===== config.mk =====
export PLATFORM = sky130hd
export DESIGN_NAME = vgm_queue
export DESIGN_NICKNAME = d
export VERILOG_FILES = /design/src/sv/vgm_pkg.sv /design/src/sv/vgm_queue.sv
export SDC_FILE = /design/constraint.sdc
export NUM_CORES = 1
export LEC_CHECK = 0
export BUFFER_PORTS_ARGS = -buffer_cell sky130_fd_sc_hd__buf_4
export CORE_MARGIN = 2
export CORE_UTILIZATION = 51
export DETAILED_ROUTE_END_ITERATION = 12
export PLACE_DENSITY = 0.75
export REMOVE_ABC_BUFFERS = 1
export SETUP_SLACK_MARGIN = 0.2
export SLEW_MARGIN = 40
export SYNTH_ARGS = -nofsm -noshare
export SYNTH_HDL_FRONTEND = slang
export SYNTH_SLANG_ARGS = --single-unit

===== constraint.sdc =====
create_clock -name clk_i -period 1.8 [get_ports clk_i]
set_input_delay 0.27 -clock clk_i [delete_from_list [all_inputs] [get_ports clk_i]]
set_output_delay 0.27 -clock clk_i [all_outputs]
set_load 0.05 [all_outputs]

===== src/sv/vgm_pkg.sv =====
// ----------------------------------------------------------------------------
// vgm_pkg
// shared types, constants and helpers of the volume gradient magnitude block
// ----------------------------------------------------------------------------
package vgm_pkg;

  localparam int MaxDim    = 64;
  localparam int DimW      = $clog2(MaxDim);
  localparam int SizeW     = 7;
  localparam int SampleW   = 16;
  localparam int GradW     = SampleW + 1;
  localparam int WinSlices = 5;
  localparam int ZW        = 3;
  localparam int AddrW     = ZW + 2 * DimW;
  localparam int WinDepth  = WinSlices * MaxDim * MaxDim;
  localparam int CntW      = 19;
  localparam int DiffW     = SampleW + 1;
  localparam int SumW      = 2 * DiffW;
  localparam int RemW      = GradW + 3;
  localparam int CfgIdxW   = 3;
  localparam int QDepth    = 4;

  localparam logic ReqSample = 1'b0;
  localparam logic ReqDrain  = 1'b1;

  typedef enum logic [CfgIdxW-1:0] {
    RegSizeX  = 3'd0,
    RegSizeY  = 3'd1,
    RegSizeZ  = 3'd2,
    RegMinOn  = 3'd3,
    RegMinVal = 3'd4,
    RegMaxOn  = 3'd5,
    RegMaxVal = 3'd6
  } reg_idx_e;

  typedef enum logic [2:0] {
    BkIdle,
    BkRead,
    BkSquare,
    BkRoot,
    BkOut
  } back_state_e;

  typedef struct packed {
    logic [SizeW-1:0]          size_x;
    logic [SizeW-1:0]          size_y;
    logic [SizeW-1:0]          size_z;
    logic                      min_on;
    logic signed [SampleW-1:0] min_val;
    logic                      max_on;
    logic signed [SampleW-1:0] max_val;
  } cfg_t;

  typedef struct packed {
    logic                      wr;
    logic [AddrW-1:0]          addr;
    logic signed [SampleW-1:0] data;
    logic                      emit;
    logic                      last;
  } cmd_t;

  function automatic logic [SizeW-1:0] dim(input logic [SizeW-1:0] s);
    logic [SizeW-1:0] r;
    r = s;
    if (s < SizeW'(3)) r = SizeW'(3);
    if (s > SizeW'(MaxDim)) r = SizeW'(MaxDim);
    return r;
  endfunction

  function automatic logic [ZW-1:0] zadd(input logic [ZW-1:0] z, input logic [ZW-1:0] k);
    logic [ZW:0] s;
    s = {1'b0, z} + {1'b0, k};
    if (s >= (ZW+1)'(WinSlices)) s = s - (ZW+1)'(WinSlices);
    return s[ZW-1:0];
  endfunction

endpackage


===== src/sv/vgm_queue.sv =====
// ----------------------------------------------------------------------------
// vgm_queue
// short command queue between front and back
// ----------------------------------------------------------------------------
module vgm_queue import vgm_pkg::*; (
  input  logic clk_i,
  input  logic rst_ni,
  input  logic push_i,
  input  cmd_t cmd_i,
  output logic full_o,
  input  logic pop_i,
  output logic valid_o,
  output cmd_t head_o
);

  localparam int PtrW = $clog2(QDepth);

  cmd_t            ent_q [QDepth];
  logic [PtrW-1:0] wr_q, rd_q;
  logic [PtrW:0]   cnt_q;

  assign full_o  = cnt_q == (PtrW+1)'(QDepth);
  assign valid_o = cnt_q != '0;
  assign head_o  = ent_q[rd_q];

  always_ff @(posedge clk_i) begin
    if (push_i) ent_q[wr_q] <= cmd_i;
  end

  always_ff @(posedge clk_i or negedge rst_ni) begin
    if (!rst_ni) begin
      wr_q  <= '0;
      rd_q  <= '0;
      cnt_q <= '0;
    end else begin
      if (push_i) wr_q <= wr_q + PtrW'(1);
      if (pop_i) rd_q <= rd_q + PtrW'(1);
      cnt_q <= cnt_q + (PtrW+1)'(push_i) - (PtrW+1)'(pop_i);
    end
  end

endmodule


# After elaboration in Yosys (flattened, before gate mapping)
# Memories as Yosys holds them, arrays and structs flattened.
# Index checks and enable logic that the tools add are counted.
[word_totals] memories=1 in_bits=38 ramBits=136 reg_bits=7
[mem_list] memory="ent_q" depth=4 word_bits=34 read_ports=1 rd_ports_with_merged_regs=0 wr=1 line="vgm_queue.sv:18" text="cmd_t ent_q [QDepth];"
[op_classes] reduce_logical=1 eq_ne=1 mux=2 n_addsub=4
[ops] operator="$add A2 B1 Y2 const B" n=2
[ops] operator="$add A3 B1 Y3" n=1
[ops] operator="$eq A3 B3 Y1 const B" n=1
[ops] operator="$reduce_bool A3 Y1" n=1
[ops] operator="$sub A3 B1 Y3" n=1
[ops] operator="$mux W1" n=2

# Longest topological paths before layout
[depth] ltp_word=2 depth_mapped=6 ltp_nobuf=6

# Least setup slack after synthesis
# No wires, ideal clock.
[synth_timing] kind="register to register" start="register wr_q[0]" end="memory ent_q[0][0] (netlist name), enable pin" synth_period_minus_slack_ns=1.849 stages_incl_launch_ff=4 t_required_ns=1.406 slack_ns=-0.049 arrival_ns=1.455 path_buffers=0 path_cell_list="dfrtp_1 > inv_1 > ha_1 > and2_1"
[synth_lines] item="start: declaration" line="vgm_queue.sv:19" text="logic [PtrW-1:0] wr_q, rd_q;"
[synth_lines] item="start signal: assignment" line="vgm_queue.sv:36" text="if (push_i) wr_q <= wr_q + PtrW'(1);"
[synth_lines] item="end: declaration" line="vgm_queue.sv:18"
# No word-level cell before the write port.

==> flow_summary.ini <==
[timing]
min_period_ps = 2149
rsz0062_at_grt = yes
drv_slew = 0
whs_ps = 111.8
worst_pin_slew_ps = 293.9
clock_skew_ps = 9.570
relSlewSlack_pct = 80.41
post-route-period-util_pct = 119.4
fmax_ghz = 0.4653
finalWorstSetupSlack_ps = -349.3
tns_ps = -10950
setup_viol = 34
hold_viol = 0

[cts]
cts_buffer_depth = 2
clock-sinks = 143
clk_latency_ps = 510
cts.clk_slew.worst_paths_ps = 60
cts_made_buffers = 17
cts-root-buf = clkbuf_8
cts_tree = built
htree_levels = 4

[place]
io_buffers = 73
hpwl_mm = 5.528
dp_slack_ps = 138.5
gp_congestion = 0.6524

[grt]
grt_pass1_vias = 2760
grt_max_degree = 20
grt_first_pass_wirelength_mm = 14.48
gr-total-overflow = 0
grt_use_total_pct = 17.90
antenna_found_initial = 0

[floorplanning]
dieArea_um2 = 11330
die_w_um = 106.4
die_height_um = 106.4
coreArea_um2 = 10280
rows = 37
pin_count = 74
start_util_pct = 52.06

[detailed_routing]
wl_per_cell_um = 19.23
first_iter_violations = 127
num_vias = 2544
drt-total-wl_mm = 9.693
route.detailed.drc = 0
dr.pass1.iters = 4
ant_nets = 0
via_per_inst = 5.048

[synthesis]
ys_ff_latch = 143
synth-xor-area-share_pct = 0.8185
synth_compound_area_share_pct = 0.09355
muxShareOfSynthArea_pct = 14.73
synthCells = 212
ys_types = 17
synth_top_family_by_area = multiplexers
synth_area_um2 = 5350
synth_simple_gate_area_share_pct = 0.8419
yosysSeqAreaShare_pct = 79.61
syn_area_per_cell_um2 = 25.24
synth-warning-count = 0
synth_adder_area_share_pct = 1.777

[finish]
utilization_pct = 71.63
n_antenna_cell = 0
drive_gt1_share_pct = 45.92
layout.nets = 400
area_delta_synth_final_pct = 37.61

[power]
p_leak_uw = 0.002673
comb_power_share_pct = 42.3
internal-power_uw = 8935
ir_drop_uv = 1056
p_total_uw = 13950
p_sw_share_pct = 35.95
pwr-share-seq_pct = 32.7
clockPowerShare_pct = 25.0
powerDensity_nw_per_um2 = 1895
netSwitchingPower_uw = 5014

[critical_path]
reg2reg_slack_ps = 310
path_class = reg -> out
cp_max_fo = 7
end_kind = output pin
arrival_ps = 1880
cp.required_ps = 1530
critPathLaunchType = register

[flow_run]
maxCapViolations = 0

[status]
status = finished with violations
violations = setup timing

[hold_path]
hp-class = in -> async
layout make-up:
cell class              count  area [µm²]
clock buffers              17       414.1
clock inverters            15       188.9
fillers                   601        2915
inverters                   6       22.52
multi-input cells          55       964.7
flip-flops and latches    143        4262
well taps                 136       170.2
repair buffers            132        1340
registers in the layout, summed over array words and instances, names as in the netlist:
name	cells
wr_q	2
cnt_q	3
rd_q	2
ent_q	136
through the flow:
stage / instance area [µm²] / cells
final: 7362 / 504
after floorplan: 5259 / 204
after global placement: 6120 / 426
after CTS: 7229 / 498
after global routing: 7362 / 504
after detailed placement: 6120 / 426
placed cells by master (no fill, tap or decap):
cell / instances
edfxtp_1: 136
buf_4: 49
buf_6: 37
dlygate4sd3_1: 37
mux4_2: 34
clkbuf_16: 19
ha_1: 6
inv_1: 5
inv_8: 5
dfrtp_1: 5
and2_2: 4
inv_6: 4
buf_12: 4
xor2_1: 3
xnor2_1: 2
nand2_1: 2
bufinv_16: 2
buf_8: 2
dfrtp_2: 2
inv_2: 1
or3_1: 1
and3_4: 1
o21ai_0: 1
fa_1: 1
clkbuf_8: 1
clkinvlp_4: 1
clkinv_4: 1
clkinv_2: 1
clkinv_8: 1
power by group through the flow:
stage	Sequential (µW)	Clock [µW]	Combinational, µW
after floorplan	4820	0	3260
after global placement	4590	0	5000
after detailed placement	4640	0	5020
after CTS	4570	3560	5550
after global routing	4610	3720	6200
final	4560	3490	5900
cells in the mapped netlist:
cell type  number  share of area [%]
xor2_1          3               0.49
xnor2_1         2               0.33
inv_1           6               0.42
buf_2           4               0.37
or3_1           1               0.12
o21ai_0         1              0.093
nand2_1         2               0.14
dfrtp_1         7                3.3
fa_1            1               0.37
buf_12          3                1.1
ha_1            6                1.4
and2_1          4               0.47
mux4_1          6                2.9
buf_6           1               0.21
edfxtp_1      136                 76
and3_1          1               0.12
mux4_2         28                 12
path summary, 6_finish.rpt:
check | cells after the start | to | start
setup / recovery | 4 | head_o[3] | rd_q[0]$_DFFE_PN0P_
hold / removal | 2 | cnt_q[2]$_DFF_PN0_ | rst_ni
setup reg to reg | 6 | cnt_q[2]$_DFF_PN0_ | cnt_q[0]$_DFF_PN0_
max in group asynchronous | 2 | rd_q[1]$_DFFE_PN0P_ | rst_ni
min in group clk_i | 2 | ent_q[2][24]$_DFFE_PP_ | cmd_i[24]
hold reg to reg | 1 | wr_q[0]$_DFFE_PN0P_ | wr_q[0]$_DFFE_PN0P_
cell families (layout without fill, tap and decap cells):
family          count (synthesis)  count (layout)
flops                         143             143
mux                            34              34
buf+inv                        14             170
fa+ha+maj                       7               7
compound gates                  1               1
simple gates                    8               8
xor+xnor                        5               5
metal layers:
layer	vias to the layer above	track usage, %	part of all wire, %
li1	1171	-	-
met2	57	30.72	54
met4	0	5.751	0.39
met1	1314	21.89	41
met5	-	0	0
met3	2	5.518	4.1
critical path, cell delays in order, from the launching register on:
cell and delay [ps]:
dfrtp_2 370, buf_12 150, buf_12 140, mux4_2 530, buf_6 180
repair_timing:
item / 4_1_cts / 5_1_grt
hold endpoints to repair: 145 / 0
resized for setup: 37 / 11
endpoints found under the setup margin: 36 / 36
hold buffers: 37 / 0
pin swaps: 1 / 0
gates cloned: 0 / 4
setup buffers: 3 / 2
No activity file was read; power rests on OpenSTA's default activity.
