**src/sv/vgm_pkg.sv**
```systemverilog
// ----------------------------------------------------------------------------
// vgm_pkg
// shared types, constants and helpers of the volume gradient magnitude block
// ----------------------------------------------------------------------------
package vgm_pkg;

  localparam int MaxDim    = 64;
  localparam int DimW      = $clog2(MaxDim);
  localparam int SizeW     = 7;
  localparam int SampleW   = 16;
  localparam int GradW     = SampleW + 1;
  localparam int WinSlices = 5;
  localparam int ZW        = 3;
  localparam int AddrW     = ZW + 2 * DimW;
  localparam int WinDepth  = WinSlices * MaxDim * MaxDim;
  localparam int CntW      = 19;
  localparam int DiffW     = SampleW + 1;
  localparam int SumW      = 2 * DiffW;
  localparam int RemW      = GradW + 3;
  localparam int CfgIdxW   = 3;
  localparam int QDepth    = 4;

  localparam logic ReqSample = 1'b0;
  localparam logic ReqDrain  = 1'b1;

  typedef enum logic [CfgIdxW-1:0] {
    RegSizeX  = 3'd0,
    RegSizeY  = 3'd1,
    RegSizeZ  = 3'd2,
    RegMinOn  = 3'd3,
    RegMinVal = 3'd4,
    RegMaxOn  = 3'd5,
    RegMaxVal = 3'd6
  } reg_idx_e;

  typedef enum logic [2:0] {
    BkIdle,
    BkRead,
    BkSquare,
    BkRoot,
    BkOut
  } back_state_e;

  typedef struct packed {
    logic [SizeW-1:0]          size_x;
    logic [SizeW-1:0]          size_y;
    logic [SizeW-1:0]          size_z;
    logic                      min_on;
    logic signed [SampleW-1:0] min_val;
    logic                      max_on;
    logic signed [SampleW-1:0] max_val;
  } cfg_t;

  typedef struct packed {
    logic                      wr;
    logic [AddrW-1:0]          addr;
    logic signed [SampleW-1:0] data;
    logic                      emit;
    logic                      last;
  } cmd_t;

  function automatic logic [SizeW-1:0] dim(input logic [SizeW-1:0] s);
    logic [SizeW-1:0] r;
    r = s;
    if (s < SizeW'(3)) r = SizeW'(3);
    if (s > SizeW'(MaxDim)) r = SizeW'(MaxDim);
    return r;
  endfunction

  function automatic logic [ZW-1:0] zadd(input logic [ZW-1:0] z, input logic [ZW-1:0] k);
    logic [ZW:0] s;
    s = {1'b0, z} + {1'b0, k};
    if (s >= (ZW+1)'(WinSlices)) s = s - (ZW+1)'(WinSlices);
    return s[ZW-1:0];
  endfunction

endpackage

```
**src/sv/vgm_front.sv**
```systemverilog
// ----------------------------------------------------------------------------
// vgm_front
// accepts words, tracks input and output counts and issues window commands
// ----------------------------------------------------------------------------
module vgm_front import vgm_pkg::*; (
  input  logic                      clk_i,
  input  logic                      rst_ni,
  input  cfg_t                      cfg_i,
  input  logic                      restart_i,
  input  logic                      in_valid_i,
  output logic                      in_ready_o,
  input  logic                      req_type_i,
  input  logic signed [SampleW-1:0] sample_i,
  input  logic                      full_i,
  output logic                      push_o,
  output cmd_t                      cmd_o
);

  logic [SizeW-1:0]   nx, ny, nz;
  logic [2*SizeW-1:0] slice;
  logic [3*SizeW-1:0] total_full;
  logic [CntW-1:0]    total, two_slice;
  logic [CntW-1:0]    in_cnt_q, in_cnt_d, out_cnt_q, out_cnt_d;
  logic [DimW-1:0]    ix_q, ix_d, iy_q, iy_d;
  logic [ZW-1:0]      iz_q, iz_d;
  logic               accept;

  assign nx         = dim(cfg_i.size_x);
  assign ny         = dim(cfg_i.size_y);
  assign nz         = dim(cfg_i.size_z);
  assign slice      = nx * ny;
  assign total_full = slice * nz;
  assign total      = total_full[CntW-1:0];
  assign two_slice  = CntW'({slice, 1'b0});

  assign in_ready_o = !full_i;
  assign accept     = in_valid_i && in_ready_o;

  always_comb begin
    push_o    = 1'b0;
    cmd_o     = '0;
    in_cnt_d  = in_cnt_q;
    out_cnt_d = out_cnt_q;
    ix_d      = ix_q;
    iy_d      = iy_q;
    iz_d      = iz_q;
    if (accept) begin
      if (req_type_i == ReqSample) begin
        if (in_cnt_q < total) begin
          push_o     = 1'b1;
          cmd_o.wr   = 1'b1;
          cmd_o.addr = {iz_q, iy_q, ix_q};
          cmd_o.data = sample_i;
          cmd_o.emit = in_cnt_q >= two_slice;
          cmd_o.last = cmd_o.emit && (out_cnt_q == total - CntW'(1));
          in_cnt_d   = in_cnt_q + CntW'(1);
          if ({1'b0, ix_q} == nx - SizeW'(1)) begin
            ix_d = '0;
            if ({1'b0, iy_q} == ny - SizeW'(1)) begin
              iy_d = '0;
              iz_d = zadd(iz_q, ZW'(1));
            end else begin
              iy_d = iy_q + DimW'(1);
            end
          end else begin
            ix_d = ix_q + DimW'(1);
          end
          if (cmd_o.emit) out_cnt_d = out_cnt_q + CntW'(1);
        end
      end else begin
        if (in_cnt_q >= total && out_cnt_q < total) begin
          push_o     = 1'b1;
          cmd_o.emit = 1'b1;
          cmd_o.last = out_cnt_q == total - CntW'(1);
          out_cnt_d  = out_cnt_q + CntW'(1);
        end
      end
      if (cmd_o.last) begin
        in_cnt_d  = '0;
        out_cnt_d = '0;
        ix_d      = '0;
        iy_d      = '0;
        iz_d      = '0;
      end
    end
    if (restart_i) begin
      in_cnt_d  = '0;
      out_cnt_d = '0;
      ix_d      = '0;
      iy_d      = '0;
      iz_d      = '0;
    end
  end

  always_ff @(posedge clk_i or negedge rst_ni) begin
    if (!rst_ni) begin
      in_cnt_q  <= '0;
      out_cnt_q <= '0;
      ix_q      <= '0;
      iy_q      <= '0;
      iz_q      <= '0;
    end else begin
      in_cnt_q  <= in_cnt_d;
      out_cnt_q <= out_cnt_d;
      ix_q      <= ix_d;
      iy_q      <= iy_d;
      iz_q      <= iz_d;
    end
  end

endmodule

```
**config.mk**
```make
export PLATFORM = sky130hd
export DESIGN_NAME = vgm_front
export DESIGN_NICKNAME = d
export VERILOG_FILES = /design/src/sv/vgm_pkg.sv /design/src/sv/vgm_front.sv
export SDC_FILE = /design/constraint.sdc
export NUM_CORES = 1
export LEC_CHECK = 0
export BUFFER_PORTS_ARGS = -buffer_cell sky130_fd_sc_hd__buf_4
export CORE_AREA = 2 2 161 163
export CTS_BUF_LIST = sky130_fd_sc_hd__clkbuf_16
export DETAILED_ROUTE_END_ITERATION = 16
export DIE_AREA = 0 0 163 165
export GPL_ROUTABILITY_DRIVEN = 1
export GPL_TIMING_DRIVEN = 0
export PLACE_DENSITY = 0.59
export SLEW_MARGIN = 20
export SYNTH_ARGS = -nofsm -noshare
export SYNTH_HDL_FRONTEND = slang
export SYNTH_SLANG_ARGS = --single-unit
```
**constraint.sdc**
```tcl
create_clock -name clk_i -period 39.8 [get_ports clk_i]
set_input_delay 3.98 -clock clk_i [delete_from_list [all_inputs] [get_ports clk_i]]
set_output_delay 3.98 -clock clk_i [all_outputs]
set_load 0.005 [all_outputs]
```
Word-level counts from Yosys, hierarchy flattened
Cells that the tools add are included.
Word-level totals
  register bits: 53
  input port bits: 77
  output and inout port bits: 36
  word-level logic and storage cells: 95
Operators by class
  add/subtract/negate cells: 9
  $mul: 2
  $lt $le $gt $ge: 11
  equality and inequality tests: 5
  multiplexer cells: 49
  reduce and logical (&&, ||, !) cells: 14
Operator list (number)
  2-to-1 mux 19 bit: 12
  2-to-1 mux 6 bit: 13
  2-to-1 mux 34 bit: 2
  2-to-1 mux 7 bit: 6
  adder 19 x 1 -> 19 bit (second input constant): 2
  < comparator 19 bit: 2
  2-to-1 mux 32 bit: 1
  2-to-1 mux 3 bit: 8
  greater-than comparator 7 bit (second input constant): 3
  < comparator 7 x 2 -> 1 bit (second input constant): 3
  equality test 19 bit: 1
  greater-or-equal comparator 19 x 15 -> 1 bit: 1
  greater-or-equal comparator 19 bit: 1
  multiplier 14 x 7 -> 19 bit: 1
  subtractor 19 x 1 -> 19 bit (second input constant): 1
  equality test 6 x 7 -> 1 bit: 2
  multiplier 7 x 7 -> 14 bit: 1
  subtractor 7 x 1 -> 7 bit (second input constant): 2
  adder 6 x 1 -> 6 bit (second input constant): 2
  nonzero test 3 bit: 3
  AND reduction 4 bit: 2
  nonzero test 4 bit: 2
  2-to-1 mux 2 bit: 3
  AND reduction 5 bit: 1
  other kinds (10): 15

Logic depth before layout (Yosys ltp)
Gate-level depths: netlist of the first run.
  depth in word-level cells: 14
  depth in mapped cells: 51
  mapped depth without buffers: 46

Worst setup path after synthesis of the first run
OpenSTA, ideal clock, no wires.
  path type: input port to output port
  start point: input cfg_i[54] (netlist bit)
  end point: output cmd_o[0] (netlist bit)
  data arrival time: 14317 ps
  data required time: 35820 ps
  path slack: 21503 ps
  stages: 45
  buffers on the path: 2
  cells stage by stage: clkbuf_1 -> inv_1 -> clkbuf_1 -> nand2_1 -> or2_2 -> fa_1 -> inv_1 -> ha_1 -> inv_1 -> fa_1 -> fa_1 -> inv_1 -> ha_1 -> o21ai_0 -> o21a_1 -> nor2_1 -> o21ai_0 -> nand2b_1 -> [9 not listed] -> ha_1 -> nand4_1 -> o22ai_1 -> nor2_1 -> a211oi_1 -> a211o_1 -> xnor2_1 -> xnor2_1 -> ha_1 -> a21o_1 -> a2111oi_0 -> a211oi_1 -> o2bb2ai_1 -> a211oi_1 -> and4_1 -> nand3_1 -> nor4_4 -> and3_1
RTL lines
  from (decl): RTL line vgm_front.sv:8  | input cfg_t cfg_i,
  to (decl): RTL line vgm_front.sv:16  | output cmd_t cmd_o

==> impl_summary.log, run 1 <==
INFO  metric status = finished, final reports clean
INFO  metric synth_enable_flop_cells = 0
INFO  metric final_report_max_slew_violation_count = 0
INFO  metric summed_instance_area_of_the_synthesized_netlist = approximately 10000 um^2
INFO  metric layout_common_cells = sky130_fd_sc_hd__nor2_1 (155), sky130_fd_sc_hd__ha_1 (125), sky130_fd_sc_hd__inv_1 (117)
INFO  metric postSynthCellCount = 1215
INFO  metric initial_utilization = 0.398
INFO  metric ctsLongestPathBuffers = 2
INFO  metric layout-drive-gt1-share = 0.0947
INFO  metric grt_first_pass_wirelength = 44000 um
INFO  metric cts_hold_buf = 0
INFO  metric pre_cts_slack = roughly 19 ns
INFO  metric max_freq = roughly 0.049 GHz
INFO  metric worst-endpoint-arrival = approximately 17 ns
INFO  metric drcViolationCount = 0
INFO  metric worst_path_largest_cell_delay = between 0.7 and 0.8 ns
INFO  metric fin_crit_sh = 0.515
INFO  metric first_drt_iteration_drcs = 561
INFO  metric viasPerCell = approximately 5.5
INFO  metric multi_input_comb_area = roughly 8000 um^2
INFO  metric max_slew_margin = 0.351
INFO  metric detail_route.first_pass.iterations = 7
INFO  metric synth-main-ff-cell = sky130_fd_sc_hd__dfrtp_1
INFO  metric clk_pin_slew_worst_setup_hold_paths = around 0.08 ns
INFO  metric worstPathBufferInverterCount = 9
INFO  metric leak = between 5 and 6 nW
INFO  metric p_sw = approximately 0.19 mW
INFO  metric detail-route-antenna-nets = 0
INFO  metric drt-wirelength-per-cell = between 15 and 20 um
INFO  metric power_report.internal_total = between 0.15 and 0.2 mW
INFO  metric grt_pass1_vias = between 8000 and 9000
INFO  metric most_common_cell_after_layout_fill_and_taps_aside = sky130_fd_sc_hd__nor2_1
INFO  metric crit_path_frequent_cell = sky130_fd_sc_hd__fa_1
INFO  metric path_class = input port to output pin
INFO  metric ff_latch_area = between 1000 and 1500 um^2
INFO  metric number_of_flip_flops_and_latches_in_the_synthesized_netlist = 53
INFO  metric route.vias.total = 8883
INFO  metric syn2layout_area_growth = 11.4%
INFO  metric finalWeightedCongestion = ~0.85
INFO  metric p_comb_frac = 0.707
INFO  metric rows = 58
INFO  metric netSwitchingFraction = 0.508
INFO  metric rsz0062_at_grt = false
INFO  metric max_cap_violations = 0
INFO  metric cts_root_buffer = sky130_fd_sc_hd__clkbuf_16
INFO  metric htree_levels = 2
INFO  metric clock-skew-final = about 0.0083 ns
INFO  metric grt_use_total = 0.203
INFO  metric io_pins = about 110
INFO  metric dp_hpwl = between 20000 and 25000 um
INFO  metric fin_setup_tns = 0 ns
INFO  metric core_area = 25000 um^2
INFO  metric ir_worst_vdd = ~0.019 mV
INFO  metric post_cts_resize_count = 0
INFO  metric layout_min_cycle_time = just over 20 ns
INFO  metric tritoncts = yes
INFO  metric seq_area_frac_synth = 0.133
INFO  metric cp_max_fo = 10
INFO  metric standard_cell_with_the_maximum_stage_delay_on_the_critical_path = sky130_fd_sc_hd__a2111oi_0
INFO  metric chipWidth = around 160 um
INFO  metric hold_viol_final = 0
INFO  metric cts_setup_buffers = 0
INFO  metric finalWirelength = 26500 um
INFO  metric cp_top_family = adder cells
INFO  metric min_path_type = flip-flop to flip-flop
INFO  metric clk_latency = about 0.31 ns
INFO  metric floorplan.die.height = between 150 and 200 um
INFO  metric num-nets-final = around 1600
INFO  metric worstPathRequired = about 36 ns
INFO  metric worst_slack = between 15 and 20 ns
INFO  metric reg_power_frac = 0.164
INFO  metric cts_buffers = 5
INFO  metric critPathLaunchType = input port
INFO  metric syn_area_per_cell = around 8.2 um^2
INFO  metric synthArstFlopShare = 1.00
INFO  metric synth_fp_nets = approximately 1500
INFO  metric antenna_found_initial = 0
INFO  metric power_per_cell_area = approximately 33 nW/um^2
INFO  metric cp-end-kind = output pin
INFO  metric synthDistinctLibCells = 82
INFO  metric yosysWarnings = 0
INFO  metric clock_power_share = 0.129
INFO  metric worst_slew_pin_slew = ~0.97 ns
INFO  metric die_area = ~27000 um^2
INFO  metric fillerInstances = 2523
INFO  metric clock-sinks = 53
INFO  metric finalSetupViolCount = 0
INFO  metric grt_max_degree = 54
INFO  metric n_antenna_cell = 0
INFO  metric globalRouteOverflowTotal = 0
INFO  metric io_buffers = between 70 and 80
INFO  metric power = around 0.37 mW
-- metrics by stage --
step	cells	hold WS, ns	area [um^2]	util
2_1_floorplan	1215	0.511	9970	-
3_3_place_gp	1621	0.564	10900	0.437
3_5_place_dp	1621	0.564	10900	0.437
4_1_cts	1629	0.592	11100	0.443
5_1_grt	1629	0.624	11100	0.443
6_report	1629	0.586	11100	0.443
-- synthesized netlist by cell type, drive strengths merged, types with 25 or more instances --
cell | n | share of area
o21ai | 50 | 0.025
nand4 | 26 | 0.017
a21oi | 58 | 0.030
nand2 | 113 | 0.043
and2 | 36 | 0.023
nor2 | 155 | 0.058
fa | 82 | 0.16
dfrtp | 53 | 0.13
a21o | 25 | 0.019
clkbuf | 33 | 0.012
ha | 125 | 0.16
xor2 | 25 | 0.023
inv | 117 | 0.044
xnor2 | 44 | 0.039
-- cells by family after synthesis --
family,Yosys count,synth area share
multiplexers,2,0.00213
XOR/XNOR,74,0.0729
adder cells (fa/ha/maj),207,0.322
flip-flops,53,0.133
AND/OR/NAND/NOR,478,0.241
buffers and inverters,157,0.0599
AO/OA/AOI/OAI,244,0.170
-- final cells by class --
| class | instances | area share |
|---|---|---|
| buffer | 39 | 0.0137 |
| clock buffer | 5 | 0.0113 |
| clock inverter | 3 | 0.00259 |
| inverter | 118 | 0.0400 |
| multi-input combinational | 1005 | 0.724 |
| sequential | 53 | 0.119 |
| tap | 330 | 0.0372 |
| timing repair buffer | 76 | 0.0514 |
-- power by group through the flow --
stage	clock network (mW)	logic [mW]	registers (mW)
3_3_place_gp	0	0.254	0.0613
5_1_grt	0.0501	0.295	0.0609
2_1_floorplan	0	0.196	0.0598
6_report	0.0474	0.260	0.0603
3_5_place_dp	0	0.257	0.0613
4_1_cts	0.0490	0.260	0.0603
-- flip-flops by register name (all words and copies together), names as in the netlist --
register	flops
in_cnt_q	19
ix_q	6
iz_q	3
out_cnt_q	19
iy_q	6
-- final timing paths --
path,from,endpoint,slack [ns],depth (start not counted)
hold / removal,iz_q[1],iz_q[1],0.59,2
setup reg to reg,in_cnt_q[12],in_cnt_q[11],34.81,12
hold reg to reg,iz_q[1],iz_q[1],0.59,2
max in group asynchronous,rst_ni,iy_q[5],35.58,1
min in group asynchronous,rst_ni,out_cnt_q[18],3.71,1
setup / recovery,cfg_i[54],cmd_o[30],19.29,43
-- worst register-to-register path: stages (launching register included) --
cell,delay (ns)
sky130_fd_sc_hd__dfrtp_1,0.44
sky130_fd_sc_hd__ha_1,0.34
sky130_fd_sc_hd__a21o_1,0.18
sky130_fd_sc_hd__a21o_1,0.16
sky130_fd_sc_hd__a2111oi_0,0.76
sky130_fd_sc_hd__a21o_1,0.28
sky130_fd_sc_hd__nor3b_1,0.74
sky130_fd_sc_hd__inv_1,0.40
sky130_fd_sc_hd__or4_1,0.62
sky130_fd_sc_hd__or2_1,0.29
sky130_fd_sc_hd__clkbuf_1,0.22
sky130_fd_sc_hd__or3_1,0.35
sky130_fd_sc_hd__a21oi_1,0.15
-- per-layer routing --
| layer | vias to the layer above | GRT usage | routed length, um |
|---|---|---|---|
| li1 | 4369 | - | - |
| met1 | 4304 | 0.304 | 13200 |
| met2 | 193 | 0.325 | 12000 |
| met3 | 17 | 0.0138 | 1050 |
| met4 | 0 | 0.0350 | 274 |
| met5 | - | 0 | 0 |
No activity file was read; power rests on OpenSTA's default activity.
==> run 2, diff against run 1 <==
Settings changed: PLACE_DENSITY 0.59 to 0.61.
Clock period 39.8 ns to 18.4 ns, I/O delays scaled along.
==> run 2 against run 1 <==
Effect of this change:
- register-to-register slack worse by 21 ns
- clock skew is 0.0023 ns higher
- utilization barely moved
- cell count stayed put
- via count grew 0.47%
- non-clock buffer count is the same
- worst hold slack lost 0.0022 ns
- clock power grew 110%
- highest routed layer unchanged
- critical path depth is the same
- critical path type unchanged
- die area unchanged
- wire length fell by 1.3%
- power grew 110%
==> impl_summary.log, run 2 (synthesized netlist as in run 1, its figures left out) <==
INFO  metric status = finished, final reports clean
INFO  metric grt_pass1_vias = roughly 8500
INFO  metric layout-drive-gt1-share = 0.0947
INFO  metric fin_setup_tns = 0 ns
INFO  metric hold_viol_final = 0
INFO  metric grt_use_total = 0.199
INFO  metric cts_setup_buffers = 0
INFO  metric post_dp_cell_area = 10900 um^2
INFO  metric io_buffers = 76
INFO  metric drcViolationCount = 0
INFO  metric viasPerCell = around 5.5
INFO  metric floorplan.die.height = about 170 um
INFO  metric route.vias.total = ~9000
INFO  metric chipWidth = 163 um
INFO  metric critPathLaunchType = input port
INFO  metric clock-sinks = between 50 and 60
INFO  metric path_class = input port to output pin
INFO  metric ctsLongestPathBuffers = 2
INFO  metric max_slew_margin = 0.357
INFO  metric fin_crit_sh = 0.885
INFO  metric rows = between 50 and 60
INFO  metric design_area = ~11000 um^2
INFO  metric fillerInstances = roughly 2500
INFO  metric leak = between 5 and 6 nW
INFO  metric crit_path_frequent_cell = sky130_fd_sc_hd__fa_1
INFO  metric globalRouteOverflowTotal = 0
INFO  metric num-nets-final = about 1600
INFO  metric layout_min_cycle_time = ~16 ns
INFO  metric worst-endpoint-arrival = 14.44 ns
INFO  metric clk_latency = between 0.3 and 0.4 ns
INFO  metric first_drt_iteration_drcs = about 600
INFO  metric worstPathRequired = between 15 and 20 ns
INFO  metric htree_levels = 2
INFO  metric initial_utilization = 0.398
INFO  metric detail_route.first_pass.iterations = 5
INFO  metric drt-wirelength-per-cell = approximately 16 um
INFO  metric die_area = approximately 27000 um^2
INFO  metric max_freq = roughly 0.06 GHz
INFO  metric antenna_found_initial = 0
INFO  metric rsz0062_at_grt = false
INFO  metric most_common_cell_after_layout_fill_and_taps_aside = sky130_fd_sc_hd__nor2_1
INFO  metric cp-end-kind = output pin
INFO  metric worst_slew_pin_slew = just under 1 ns
INFO  metric ff_latch_area = between 1000 and 1500 um^2
INFO  metric power_per_cell_area = 71.1 nW/um^2
INFO  metric largestRegisters = in_cnt_q (19), out_cnt_q (19)
INFO  metric grt_first_pass_wirelength = 43300 um
INFO  metric finalSetupViolCount = 0
INFO  metric multi_input_comb_area = between 8000 and 9000 um^2
INFO  metric io_pins = between 100 and 150
INFO  metric finalWirelength = between 20000 and 30000 um
INFO  metric tritoncts = yes
INFO  metric syn2layout_area_growth = 11.4%
INFO  metric cts_hold_buf = 0
INFO  metric finalWeightedCongestion = approximately 0.85
INFO  metric cts_root_buffer = sky130_fd_sc_hd__clkbuf_16
INFO  metric min_path_type = flip-flop to flip-flop
INFO  metric cts_buffers = 5
INFO  metric grt_max_degree = 54
INFO  metric cp_max_fo = 10
INFO  metric worst_path_largest_cell_delay = approximately 0.8 ns
INFO  metric layout_common_cells = sky130_fd_sc_hd__nor2_1 (155), sky130_fd_sc_hd__ha_1 (125), sky130_fd_sc_hd__inv_1 (117)
INFO  metric n_antenna_cell = 0
INFO  metric final_report_max_slew_violation_count = 0
INFO  metric core_area = roughly 25000 um^2
INFO  metric ir_worst_vdd = between 0.04 and 0.05 mV
INFO  metric max_cap_violations = 0
INFO  metric post_cts_resize_count = 0
INFO  metric dp_hpwl = 21700 um
INFO  metric standard_cell_with_the_maximum_stage_delay_on_the_critical_path = sky130_fd_sc_hd__nor3b_1
INFO  metric detail-route-antenna-nets = 0
INFO  metric clock-skew-final = between 0.01 and 0.015 ns
INFO  metric clk_pin_slew_worst_setup_hold_paths = about 0.08 ns
==> run 2: cell count changes in the layout (fill, tap and decap cells not counted) <==
| cell | before | now |
|---|---|---|
| sky130_fd_sc_hd__clkinv_4 | 0 | 1 |
| sky130_fd_sc_hd__clkinvlp_4 | 0 | 1 |
| sky130_fd_sc_hd__inv_6 | 2 | 1 |
| sky130_fd_sc_hd__inv_8 | 1 | 0 |
==> run 2: power breakdown <==
group	internal, mW	switching (mW)	total (mW)
combinational	0.216	0.342	0.559
sequential	0.122	0.00901	0.131
clock	0.0513	0.0484	0.0997
==> run 2: critical path: cells and delay by family <==
kind / cells / cell delay, ns
compound gates: 11 / 2.55
xor+xnor: 3 / 1.31
fa+ha+maj: 11 / 5.03
buf+inv: 9 / 1.48
simple gates: 9 / 2.27
==> run 2: metrics by stage <==
| step | total power [mW] | util | hold WS, ns | std cells | setup slack [ns] |
|---|---|---|---|---|---|
| floorplan | 0.553 | - | 0.511 | 1215 | 4.38 |
| global placement | 0.681 | 0.437 | 0.552 | 1621 | 2.17 |
| detailed placement | 0.687 | 0.437 | 0.554 | 1621 | 2.18 |
| CTS | 0.792 | 0.443 | 0.575 | 1629 | 2.13 |
| global route | 0.870 | 0.443 | 0.597 | 1629 | 1.12 |
| finish | 0.789 | 0.443 | 0.584 | 1629 | 2.12 |
==> run 2: path summary, 6_finish.rpt <==
path / start / to / slack [ns] / cells after the start
setup / recovery: cfg_i[54] / cmd_o[31] / 2.12 / 43
hold / removal: iz_q[1] / iz_q[1] / 0.58 / 2
setup reg to reg: in_cnt_q[12] / in_cnt_q[11] / 13.35 / 12
hold reg to reg: iz_q[1] / iz_q[1] / 0.58 / 2
max in group asynchronous: rst_ni / out_cnt_q[14] / 16.34 / 1
min in group asynchronous: rst_ni / iy_q[5] / 1.59 / 1
==> run 2: final cells by class <==
cell class | count | area share
multi-input cells | 1005 | 0.725
repair buffers | 76 | 0.0514
plain buffers | 39 | 0.0138
inverters | 118 | 0.0400
well taps | 330 | 0.0372
clock buffers | 5 | 0.0113
flip-flops and latches | 53 | 0.119
clock inverters | 3 | 0.00225
==> run 2: routing by layer <==
layer | wire length [um] | up-vias | GRT usage | share of wire
li1 | - | 4366 | - | -
met1 | 13200 | 4326 | 0.303 | 0.50
met2 | 11500 | 209 | 0.310 | 0.44
met3 | 986 | 24 | 0.0131 | 0.038
met4 | 420 | 0 | 0.0434 | 0.016
met5 | 0 | - | 0 | 0
==> run 3, diff against run 2 <==
Settings changed: BUFFER_PORTS_ARGS -buffer_cell sky130_fd_sc_hd__buf_4 to -buffer_cell sky130_fd_sc_hd__clkbuf_2.
==> run 3 against run 2 <==
Effect of this change:
- clock power fell by 2%
- sequential cell count stayed put
- die area is the same
- sequential power hardly changed
- largest power group unchanged
==> impl_summary.log, run 3 (synthesized netlist as in run 1, its figures left out) <==
INFO  metric core_area = 25000 um^2
INFO  metric finalWirelength = 26400 um
INFO  metric hold_viol_final = 0
INFO  metric route.vias.total = 8935
INFO  metric rows = slightly below 60
INFO  metric fin_crit_sh = 0.894
INFO  metric rsz0062_at_grt = false
INFO  metric io_buffers = 76
INFO  metric layout-drive-gt1-share = 0.0954
INFO  metric io_pins = between 100 and 150
INFO  metric stdcell_count = around 1600
INFO  metric chipWidth = approximately 160 um
INFO  metric cts_setup_buffers = 0
INFO  metric die_area = roughly 27000 um^2
INFO  metric post_cts_resize_count = 0
INFO  metric cts_root_buffer = sky130_fd_sc_hd__clkbuf_16
INFO  metric detail_route.first_pass.iterations = 5
INFO  metric grt_use_total = 0.201
INFO  metric min_path_type = flip-flop to flip-flop
INFO  metric cp-startpoint = cfg_i[54]
INFO  metric status = finished, final reports clean
INFO  metric floorplan.die.height = between 150 and 200 um
INFO  metric clk_latency = about 0.3 ns
INFO  metric dp_hpwl = approximately 22000 um
INFO  metric most_common_cell_after_layout_fill_and_taps_aside = sky130_fd_sc_hd__nor2_1
INFO  metric worst_slew_pin_slew = between 1 and 1.5 ns
INFO  metric power_per_cell_area = slightly above 70 nW/um^2
INFO  metric globalRouteOverflowTotal = 0
INFO  metric layout_min_cycle_time = 16.46 ns
INFO  metric viasPerCell = roughly 5.5
INFO  metric clk_pin_slew_worst_setup_hold_paths = about 0.080 ns
INFO  metric leak = around 5.2 nW
INFO  metric standard_cell_with_the_maximum_stage_delay_on_the_critical_path = sky130_fd_sc_hd__nor3b_1
INFO  metric worst_path_largest_cell_delay = around 0.9 ns
INFO  metric syn2layout_area_growth = 9.65%
INFO  metric initial_utilization = 0.398
INFO  metric ctsLongestPathBuffers = 2
INFO  metric first_drt_iteration_drcs = just under 700
INFO  metric max_freq = 0.0608 GHz
INFO  metric layout_common_cells = sky130_fd_sc_hd__nor2_1 (155), sky130_fd_sc_hd__ha_1 (125), sky130_fd_sc_hd__inv_1 (117)
INFO  metric grt_max_degree = 39
INFO  metric worst-endpoint-arrival = around 15 ns
INFO  metric path_class = input port to output pin
INFO  metric n_antenna_cell = 0
INFO  metric clock-sinks = 53
INFO  metric antenna_found_initial = 0
INFO  metric tritoncts = yes
INFO  metric cts_hold_buf = 0
INFO  metric clock-skew-final = ~0.006 ns
INFO  metric final_report_max_slew_violation_count = 0
INFO  metric worstPathRequired = roughly 17 ns
INFO  metric drt-wirelength-per-cell = around 16 um
INFO  metric max_cap_violations = 0
INFO  metric finalWeightedCongestion = 0.852
INFO  metric drcViolationCount = 0
INFO  metric htree_levels = 2
INFO  metric grt_first_pass_wirelength = about 43000 um
INFO  metric ir_worst_vdd = 0.0475 mV
INFO  metric num-nets-final = between 1500 and 2000
INFO  metric grt_pass1_vias = 8344
INFO  metric max_slew_margin = 0.269
INFO  metric cts_buffers = 5
INFO  metric detail-route-antenna-nets = 0
INFO  metric critPathLaunchType = input port
INFO  metric crit_path_frequent_cell = sky130_fd_sc_hd__fa_1
INFO  metric cp_max_fo = 10
INFO  metric fin_setup_tns = 0 ns
INFO  metric hold_path_startpoint = iz_q[1]
INFO  metric timing.rr.start = in_cnt_q[12]
INFO  metric placed_cells_incl_taps = 1622
INFO  metric finalSetupViolCount = 0
INFO  metric largestRegisters = in_cnt_q (19), out_cnt_q (19)
INFO  metric cp-end-kind = output pin
[run 3: final timing paths]
path / endpoint / slack (ns) / cells after the start
max: cmd_o[21] / 1.94 / 43
min: iz_q[1] / 0.59 / 2
max reg2reg: in_cnt_q[17] / 13.16 / 12
min reg2reg: iz_q[1] / 0.59 / 2
max in group asynchronous: out_cnt_q[18] / 16.48 / 2
min in group asynchronous: iy_q[3] / 1.43 / 1
[run 3: final cells by class]
type                       instances  area, um^2
fill                            2588       14100
multi-input combinational       1005        8040
sequential                        53        1330
inverter                         118         444
tap                              330         413
timing repair buffer              77         403
buffer                            39         153
clock buffer                       5         125
clock inverter                     3        21.3
[run 3: report_power, final]
| part | leakage (nW) | switching (mW) | total, mW | internal [mW] |
|---|---|---|---|---|
| combinational | 4.45 | 0.347 | 0.561 | 0.214 |
| sequential | 0.722 | 0.00885 | 0.131 | 0.122 |
| clock | 0.0702 | 0.0470 | 0.0979 | 0.0508 |
[run 3: through the flow]
step	utilization	instance area (um^2)	setup slack (ns)	power (mW)	hold slack [ns]
4_1_cts	0.436	10900	1.88	0.789	0.579
6_report	0.436	10900	1.94	0.789	0.589
5_1_grt	0.436	10900	0.888	0.872	0.621
3_5_place_dp	0.431	10800	1.93	0.686	0.556
2_1_floorplan	-	9970	4.38	0.553	0.511
3_3_place_gp	0.430	10800	2.01	0.677	0.552
[run 3: layer usage]
| layer | part of all wire | vias up | GRT usage |
|---|---|---|---|
| li1 | - | 4361 | - |
| met1 | 0.50 | 4352 | 0.302 |
| met2 | 0.45 | 204 | 0.317 |
| met3 | 0.038 | 18 | 0.0143 |
| met4 | 0.013 | 0 | 0.0394 |
| met5 | 0 | - | 0 |
[run 3: critical path: cells and delay by family]
kind            cells  cell delay, ns
simple gates        9            2.35
fa+ha+maj          11            5.01
buf+inv             9            1.49
xor+xnor            3            1.26
compound gates     11            2.66
